`config.mk`:
```
export PLATFORM = sky130hd
export DESIGN_NAME = circular_double_ended_queue_flat
export DESIGN_NICKNAME = d
export VERILOG_FILES = /design/src/hw/rtl/cdq_pkg.sv /design/src/hw/rtl/cdq_cmd_if.sv /design/src/hw/rtl/cdq_rsp_if.sv /design/src/hw/rtl/circular_double_ended_queue.sv /design/src/flat_wrapper.sv
export SDC_FILE = /design/constraint.sdc
export NUM_CORES = 1
export LEC_CHECK = 0
export BUFFER_PORTS_ARGS = -buffer_cell sky130_fd_sc_hd__buf_4
export CORE_MARGIN = 8
export CORE_UTILIZATION = 45
export DETAILED_ROUTE_END_ITERATION = 8
export GPL_TIMING_DRIVEN = 1
export HOLD_SLACK_MARGIN = 0.05
export PLACE_DENSITY = 0.6
export SLEW_MARGIN = 40
export SYNTH_ARGS = -nofsm -noshare
export SYNTH_HDL_FRONTEND = slang
export SYNTH_SLANG_ARGS = --single-unit
```
`constraint.sdc`:
```
create_clock -name clk -period 5.35 [get_ports clk]
set_input_delay 0.2675 -clock clk [delete_from_list [all_inputs] [get_ports clk]]
set_output_delay 0.2675 -clock clk [all_outputs]
set_load 0.01 [all_outputs]
```
`src/hw/rtl/cdq_pkg.sv`:
```
// Shared types and constants of the circular double-ended queue.
// Used by the channel interfaces, the top level and the checker.
`timescale 1ns / 1ps

package cdq_pkg;

	localparam int DEPTH   = 16;
	localparam int VALUE_W = 32;
	localparam int IDX_W   = $clog2(DEPTH);
	localparam int CNT_W   = $clog2(DEPTH + 1);
	localparam int KIND_W  = 3;
	localparam int STAT_W  = 2;
	localparam int CAP_W   = 5;

	// Operation codes
	localparam logic [KIND_W-1:0] KIND_PUSH_FRONT = 3'd0;
	localparam logic [KIND_W-1:0] KIND_PUSH_BACK  = 3'd1;
	localparam logic [KIND_W-1:0] KIND_POP_FRONT  = 3'd2;
	localparam logic [KIND_W-1:0] KIND_POP_BACK   = 3'd3;
	localparam logic [KIND_W-1:0] KIND_QUERY      = 3'd4;

	// Status codes
	localparam logic [STAT_W-1:0] STAT_DONE      = 2'd0;
	localparam logic [STAT_W-1:0] STAT_REJ_FULL  = 2'd1;
	localparam logic [STAT_W-1:0] STAT_REJ_EMPTY = 2'd2;

	// Value reported at both ends of an empty deque
	localparam logic signed [VALUE_W-1:0] EMPTY_MARK = '1;

	typedef enum logic [1:0] {
		ST_IDLE,
		ST_READ,
		ST_RESP
	} cdq_state_t;

endpackage

```
`src/hw/rtl/cdq_cmd_if.sv`:
```
// Command channel of the deque: operation kind and push value.
// Depends on cdq_pkg for field widths.
`timescale 1ns / 1ps

interface cdq_cmd_if import cdq_pkg::*; ();
	logic                      valid;
	logic                      ready;
	logic [KIND_W-1:0]         kind;
	logic signed [VALUE_W-1:0] push_value;

	modport source (output valid, output kind, output push_value, input ready);
	modport sink   (input valid, input kind, input push_value, output ready);
endinterface

```
`src/hw/rtl/cdq_rsp_if.sv`:
```
// Response channel of the deque: end values, count, flags and status.
// Depends on cdq_pkg for field widths.
`timescale 1ns / 1ps

interface cdq_rsp_if import cdq_pkg::*; ();
	logic                      valid;
	logic                      ready;
	logic signed [VALUE_W-1:0] front_value;
	logic signed [VALUE_W-1:0] rear_value;
	logic [CNT_W-1:0]          entry_count;
	logic                      is_empty;
	logic                      is_full;
	logic [STAT_W-1:0]         status;

	modport source (output valid, output front_value, output rear_value,
		output entry_count, output is_empty, output is_full, output status, input ready);
	modport sink   (input valid, input front_value, input rear_value,
		input entry_count, input is_empty, input is_full, input status, output ready);
endinterface

```
`src/hw/rtl/circular_double_ended_queue.sv`:
```
// Circular double-ended queue over a synchronous slot memory; uses cdq_pkg and both channels.
// Each command passes through the index update, the memory read and the response register.
// A new command is taken only when idle, once the last result is in the response register.
// A waiting result sits in the response register and does not block the next update.
// Reset (arst_n low): empty deque, indices 0, capacity 16, no result pending.
// The slot memory is not cleared; while the deque is empty, its ends report the empty mark.
`timescale 1ns / 1ps

module circular_double_ended_queue import cdq_pkg::*; (
	input  logic             clk,
	input  logic             arst_n,
	cdq_cmd_if.sink          cmd,
	cdq_rsp_if.source        rsp,
	input  logic             cfg_wr_en,
	input  logic [CAP_W-1:0] cfg_wr_data
);

	logic [VALUE_W-1:0] slot_mem [DEPTH];

	cdq_state_t         state_q, state_d;
	logic [CAP_W-1:0]   cap_reg_q;
	logic [IDX_W-1:0]   front_q, rear_q;
	logic [CNT_W-1:0]   count_q;
	logic [STAT_W-1:0]  status_q;
	logic [VALUE_W-1:0] front_rd_s2, rear_rd_s2;
	logic               rsp_valid_q;
	logic signed [VALUE_W-1:0] rsp_front_q, rsp_rear_q;
	logic [CNT_W-1:0]   rsp_count_q;
	logic               rsp_full_q;
	logic [STAT_W-1:0]  rsp_status_q;

	logic               cmd_xfer;
	logic               rsp_load;
	logic [CNT_W-1:0]   cap_eff;
	logic               is_full_now;
	logic [IDX_W-1:0]   front_up, front_down, rear_up, rear_down;
	logic [IDX_W-1:0]   front_d, rear_d;
	logic [CNT_W-1:0]   count_d;
	logic [STAT_W-1:0]  status_d;
	logic               wr_en;
	logic [IDX_W-1:0]   wr_addr;

	// Clamp the capacity register to 1..DEPTH
	always_comb begin
		if (cap_reg_q == '0) begin
			cap_eff = CNT_W'(1);
		end else if (CNT_W'(cap_reg_q) > CNT_W'(DEPTH)) begin
			cap_eff = CNT_W'(DEPTH);
		end else begin
			cap_eff = CNT_W'(cap_reg_q);
		end
	end

	assign is_full_now = count_q >= cap_eff;

	// Circular index steps, wrapping at the effective capacity
	always_comb begin
		front_up = ((CNT_W'(front_q) + CNT_W'(1)) >= cap_eff) ? '0 : front_q + IDX_W'(1);
		rear_up  = ((CNT_W'(rear_q) + CNT_W'(1)) >= cap_eff) ? '0 : rear_q + IDX_W'(1);
		front_down = (front_q == '0 || CNT_W'(front_q) >= cap_eff)
			? IDX_W'(cap_eff - CNT_W'(1)) : front_q - IDX_W'(1);
		rear_down  = (rear_q == '0 || CNT_W'(rear_q) >= cap_eff)
			? IDX_W'(cap_eff - CNT_W'(1)) : rear_q - IDX_W'(1);
	end

	// Decode the operation into new indices, count, status and a slot write
	always_comb begin
		front_d  = front_q;
		rear_d   = rear_q;
		count_d  = count_q;
		status_d = STAT_DONE;
		wr_en    = 1'b0;
		wr_addr  = '0;
		unique case (cmd.kind) inside
			KIND_PUSH_FRONT, KIND_PUSH_BACK: begin
				if (is_full_now) begin
					status_d = STAT_REJ_FULL;
				end else begin
					wr_en   = 1'b1;
					count_d = count_q + CNT_W'(1);
					if (count_q == '0) begin
						front_d = '0;
						rear_d  = '0;
						wr_addr = '0;
					end else if (cmd.kind == KIND_PUSH_FRONT) begin
						front_d = front_down;
						wr_addr = front_down;
					end else begin
						rear_d  = rear_up;
						wr_addr = rear_up;
					end
				end
			end
			KIND_POP_FRONT, KIND_POP_BACK: begin
				if (count_q == '0) begin
					status_d = STAT_REJ_EMPTY;
				end else begin
					count_d = count_q - CNT_W'(1);
					if (count_q == CNT_W'(1)) begin
						front_d = '0;
						rear_d  = '0;
					end else if (cmd.kind == KIND_POP_FRONT) begin
						front_d = front_up;
					end else begin
						rear_d = rear_down;
					end
				end
			end
			default: begin
				// Query and unused codes leave the state as it is
				status_d = STAT_DONE;
			end
		endcase
	end

	// Sequencer: update, read both ends, hand the result to the response register
	always_comb begin
		state_d   = state_q;
		cmd.ready = 1'b0;
		rsp_load  = 1'b0;
		unique case (state_q)
			ST_IDLE: begin
				cmd.ready = 1'b1;
				if (cmd.valid) begin
					state_d = ST_READ;
				end
			end
			ST_READ: begin
				state_d = ST_RESP;
			end
			ST_RESP: begin
				if (!rsp_valid_q || rsp.ready) begin
					rsp_load = 1'b1;
					state_d  = ST_IDLE;
				end
			end
			default: begin
				state_d = ST_IDLE;
			end
		endcase
	end

	assign cmd_xfer = cmd.valid && cmd.ready;

	always_ff @(posedge clk or negedge arst_n) begin
		if (!arst_n) begin
			state_q <= ST_IDLE;
		end else begin
			state_q <= state_d;
		end
	end

	// Capacity register
	always_ff @(posedge clk or negedge arst_n) begin
		if (!arst_n) begin
			cap_reg_q <= CAP_W'(DEPTH);
		end else if (cfg_wr_en) begin
			cap_reg_q <= cfg_wr_data;
		end
	end

	// Advance indices and count on each command transfer
	always_ff @(posedge clk or negedge arst_n) begin
		if (!arst_n) begin
			front_q  <= '0;
			rear_q   <= '0;
			count_q  <= '0;
			status_q <= STAT_DONE;
		end else if (cmd_xfer) begin
			front_q  <= front_d;
			rear_q   <= rear_d;
			count_q  <= count_d;
			status_q <= status_d;
		end
	end

	// Slot memory: one write port, two registered read ports
	always_ff @(posedge clk) begin
		if (cmd_xfer && wr_en) begin
			slot_mem[wr_addr] <= cmd.push_value;
		end
	end

	always_ff @(posedge clk) begin
		if (state_q == ST_READ) begin
			front_rd_s2 <= slot_mem[front_q];
			rear_rd_s2  <= slot_mem[rear_q];
		end
	end

	// Response register: hold until the sink takes the transfer
	always_ff @(posedge clk or negedge arst_n) begin
		if (!arst_n) begin
			rsp_valid_q <= 1'b0;
		end else if (rsp_load) begin
			rsp_valid_q <= 1'b1;
		end else if (rsp.ready) begin
			rsp_valid_q <= 1'b0;
		end
	end

	always_ff @(posedge clk) begin
		if (rsp_load) begin
			rsp_front_q  <= (count_q == '0) ? EMPTY_MARK : front_rd_s2;
			rsp_rear_q   <= (count_q == '0) ? EMPTY_MARK : rear_rd_s2;
			rsp_count_q  <= count_q;
			rsp_full_q   <= is_full_now;
			rsp_status_q <= status_q;
		end
	end

	assign rsp.valid       = rsp_valid_q;
	assign rsp.front_value = rsp_front_q;
	assign rsp.rear_value  = rsp_rear_q;
	assign rsp.entry_count = rsp_count_q;
	assign rsp.is_empty    = (rsp_count_q == '0);
	assign rsp.is_full     = rsp_full_q;
	assign rsp.status      = rsp_status_q;

endmodule

```
`src/flat_wrapper.sv`:
```
// flat-port wrapper written by rule: the top's interface ports become plain ports
module circular_double_ended_queue_flat import cdq_pkg::*;
  (clk, arst_n, cfg_wr_en, cfg_wr_data, cmd_valid, cmd_kind, cmd_push_value, cmd_ready, rsp_valid, rsp_front_value, rsp_rear_value, rsp_entry_count, rsp_is_empty, rsp_is_full, rsp_status, rsp_ready);
  cdq_cmd_if cmd_i ();
  cdq_rsp_if rsp_i ();
  input  logic clk;
  input  logic arst_n;
  input  logic cfg_wr_en;
  input  logic [CAP_W-1:0] cfg_wr_data;
  input wire logic [$bits(cmd_i.valid)-1:0] cmd_valid;
  input wire logic [$bits(cmd_i.kind)-1:0] cmd_kind;
  input wire logic [$bits(cmd_i.push_value)-1:0] cmd_push_value;
  output wire logic [$bits(cmd_i.ready)-1:0] cmd_ready;
  output wire logic [$bits(rsp_i.valid)-1:0] rsp_valid;
  output wire logic [$bits(rsp_i.front_value)-1:0] rsp_front_value;
  output wire logic [$bits(rsp_i.rear_value)-1:0] rsp_rear_value;
  output wire logic [$bits(rsp_i.entry_count)-1:0] rsp_entry_count;
  output wire logic [$bits(rsp_i.is_empty)-1:0] rsp_is_empty;
  output wire logic [$bits(rsp_i.is_full)-1:0] rsp_is_full;
  output wire logic [$bits(rsp_i.status)-1:0] rsp_status;
  input wire logic [$bits(rsp_i.ready)-1:0] rsp_ready;
  assign cmd_i.valid = cmd_valid;
  assign cmd_i.kind = cmd_kind;
  assign cmd_i.push_value = cmd_push_value;
  assign cmd_ready = cmd_i.ready;
  assign rsp_valid = rsp_i.valid;
  assign rsp_front_value = rsp_i.front_value;
  assign rsp_rear_value = rsp_i.rear_value;
  assign rsp_entry_count = rsp_i.entry_count;
  assign rsp_is_empty = rsp_i.is_empty;
  assign rsp_is_full = rsp_i.is_full;
  assign rsp_status = rsp_i.status;
  assign rsp_i.ready = rsp_ready;
  circular_double_ended_queue u_core (.clk(clk), .arst_n(arst_n), .cmd(cmd_i), .rsp(rsp_i), .cfg_wr_en(cfg_wr_en), .cfg_wr_data(cfg_wr_data));
endmodule
```
==> impl_metrics.json <==
{
  "status": "finished, final reports clean",
  "ant_nets": 0,
  "cts_max_path_buffers": 3,
  "tightest_slew_ps": 810,
  "crit_chain": "nand2b_1, ha_1, a21oi_1, o21ai_1, a31oi_4, mux2i_1, a22oi_4, nand3b_1, nor2_4, buf_4",
  "core_area_um2": 65700,
  "globalplace.congestion": 0.804,
  "finalSetupViolCount": 0,
  "fmax_mhz": 239,
  "grt_pass1_wl_um": 107000,
  "syn-mean-instance-area_um2": 21.3,
  "dr.first_iter.drc_count": 1177,
  "cts_made_buffers": 72,
  "cp-end-kind": "flip-flop",
  "crit_required_ps": 5630,
  "synth_cell_types": 63,
  "cts-htree-levels": 3,
  "die-area_um2": 74800,
  "cts_resized": 0,
  "num_io_pins": 120,
  "ir_drop_mv": 0.285,
  "fin_area_um2": 34900,
  "slowest_stage": "nor2_4",
  "drv_cap": 0,
  "power_mw": 17.8,
  "rsz0062_at_grt": "no",
  "ys.flop_type": "edfxtp_1",
  "grt_pass1_vias": 16000,
  "reg2reg_from": "u_core.cap_reg_q[4]$_DFFE_PN1P_",
  "drive_above_1_share": 0.427,
  "finalHoldViolations": 0,
  "critPathTopFamily": "simple AND/OR/NAND/NOR gates",
  "io_buffers": 119,
  "period_share": 0.783,
  "dr.pass1.iters": 5,
  "crit_buf_inv": 1,
  "dp.final_hpwl_um": 43300,
  "cts.sinks": 671,
  "arrival_ps": 4470,
  "drc": 0,
  "ys.warnings.count": 0,
  "start_kind": "flip-flop",
  "layout_commonest_cell": "edfxtp_1",
  "viasPerCell": 6.00,
  "die_x_um": 273,
  "rows": 94,
  "nNetsFinal": 1671,
  "worstPathMaxFanout": 15,
  "syn-num-nets": 1476,
  "post_drt_wl_per_cell_um": 28.3,
  "tns_ps": 0,
  "antenna_found_initial": 2,
  "cts_root_buf": "clkbuf_16",
  "reg2reg_depth": 10,
  "synth-edff-count": 648,
  "ctsHoldBuffers": 40,
  "synthCells": 1398,
  "ys_ff_latch": 671,
  "seq_area_frac_synth": 0.672,
  "p_leak_nw": 11.4,
  "clk_pin_slew_ps": 60,
  "fin_crit_ps": 4190,
  "overflow": 0,
  "relSlewSlack": 0.460,
  "r2r_slack_ps": 1160,
  "gr-usage-all-layers": 0.194,
  "wl_um": 71300,
  "worstSetupStartpoint": "u_core.cap_reg_q[4]$_DFFE_PN1P_",
  "vias": 15100,
  "final_cell_mix": "edfxtp_1, mux4_2, buf_4",
  "power_density_nw_per_um2": 508,
  "place_area_um2": 32100,
  "holdCritPathClass": "in2async",
  "cts_tree": "done",
  "die_h_um": 273,
  "cts_setup_buffers": 0,
  "drv_slew": 0,
  "max_stage_delay_ps": 600,
  "synth_area_um2": 29800,
  "n_fill_cell": 5088,
  "start_util": 0.454,
  "timing.rr.end": "u_core.slot_mem[2][24]$_DFFE_PP_",
  "grt_max_degree": 84,
  "critPathKind": "reg2reg",
  "skew_ps": 23.4,
  "synthArstFlopShare": 0.0343,
  "clk_latency_ps": 610,
  "syn_to_final_growth_pct": 17.1
}
[logic make-up (layout without fill, tap and decap cells)]
family / after synthesis / after routing / synth area share
AOI/OAI and AO/OA: 67 / 67 / 0.0167
xor gates and xnor gates: 14 / 14 / 0.00411
adders and majority gates: 33 / 33 / 0.0138
buffers and inverters: 102 / 354 / 0.0148
DFF: 671 / 671 / 0.672
muxes: 329 / 329 / 0.245
other: 0 / 2 / 0
and+or+nand+nor: 182 / 182 / 0.0340
[synth_stat cells, types with 3 or more instances]
| master | number | area share |
|---|---|---|
| nand3_1 | 3 | 0.00050 |
| buf_1 | 16 | 0.0020 |
| buf_4 | 5 | 0.0013 |
| clkbuf_1 | 41 | 0.0052 |
| nor2b_1 | 5 | 0.0010 |
| mux2i_1 | 3 | 0.0010 |
| and2_1 | 3 | 0.00063 |
| xor2_1 | 8 | 0.0023 |
| and3_1 | 5 | 0.0010 |
| nand2b_1 | 9 | 0.0019 |
| nand2_1 | 28 | 0.0035 |
| or3_1 | 3 | 0.00063 |
| or2_2 | 65 | 0.014 |
| nor3_1 | 7 | 0.0012 |
| ha_1 | 33 | 0.014 |
| o21a_1 | 4 | 0.0010 |
| nor2_1 | 36 | 0.0045 |
| dfrtp_1 | 22 | 0.018 |
| xnor2_1 | 6 | 0.0018 |
| buf_2 | 25 | 0.0042 |
| a21oi_1 | 15 | 0.0025 |
| a21o_1 | 5 | 0.0013 |
| edfxtp_1 | 648 | 0.65 |
| inv_1 | 13 | 0.0016 |
| o31ai_1 | 4 | 0.0010 |
| mux4_2 | 320 | 0.24 |
| a31oi_1 | 3 | 0.00063 |
| mux2_2 | 6 | 0.0023 |
| o21ai_0 | 13 | 0.0022 |
[per-layer routing]
| layer | vias up | global-route usage | routed length [um] |
|---|---|---|---|
| met4 | 0 | 0.0570 | 1670 |
| met3 | 105 | 0.0387 | 4290 |
| met1 | 8082 | 0.261 | 29500 |
| met5 | - | 0 | 0 |
| li1 | 6376 | - | - |
| met2 | 523 | 0.320 | 35800 |
[worst max path at each step]
stage	end	cells after the start
floorplan	u_core.slot_mem[0][0]$_DFFE_PP_	12
CTS	u_core.slot_mem[2][24]$_DFFE_PP_	10
global route	u_core.slot_mem[10][26]$_DFFE_PP_	10
detailed placement	u_core.slot_mem[11][23]$_DFFE_PP_	10
global placement	u_core.slot_mem[11][23]$_DFFE_PP_	10
finish	u_core.slot_mem[2][24]$_DFFE_PP_	10
[power breakdown]
group | leakage (nW) | total [mW] | internal (mW) | switching [mW]
registers | 6.13 | 6.71 | 6.47 | 0.246
logic | 4.07 | 6.12 | 3.06 | 3.06
clock network | 1.16 | 4.92 | 2.88 | 2.05
total | 11.4 | 17.8 | 12.4 | 5.35
[sequential cells by signal, indices dropped and copies added, names as in the netlist]
name	count
u_core.slot_mem	512
u_core.rsp.status	2
u_core.rsp.front_value	32
u_core.rear_q	4
u_core.rsp.entry_count	5
u_core.count_q	5
u_core.state_q	2
u_core.status_q	2
u_core.cap_reg_q	5
u_core.rsp.is_full	1
u_core.front_rd_s2	32
u_core.rsp.valid	1
u_core.rsp.rear_value	32
u_core.front_q	4
u_core.rear_rd_s2	32
[stage by stage]
stage / util / hold WS, ps / instances / setup slack [ps]
5_1_grt: 0.531 / 110 / 2514 / 876
6_report: 0.531 / 104 / 2516 / 1160
4_1_cts: 0.530 / 85.1 / 2512 / 1130
3_3_place_gp: 0.486 / 202 / 2334 / 1260
3_5_place_dp: 0.489 / 201 / 2341 / 1160
2_1_floorplan: - / -28.1 / 1398 / 458
[final cells by class]
cell class	instances	area (um^2)	area share
Antenna cell	2	5.00	0.000143
Clock buffer	86	1930	0.0552
Clock inverter	45	409	0.0117
Inverter	14	52.6	0.00150
Multi-Input combinational cell	625	9480	0.271
Sequential cell	671	20100	0.574
Tap cell	864	1080	0.0309
Timing Repair Buffer	209	1920	0.0549
No activity file was read; power rests on OpenSTA's default activity.
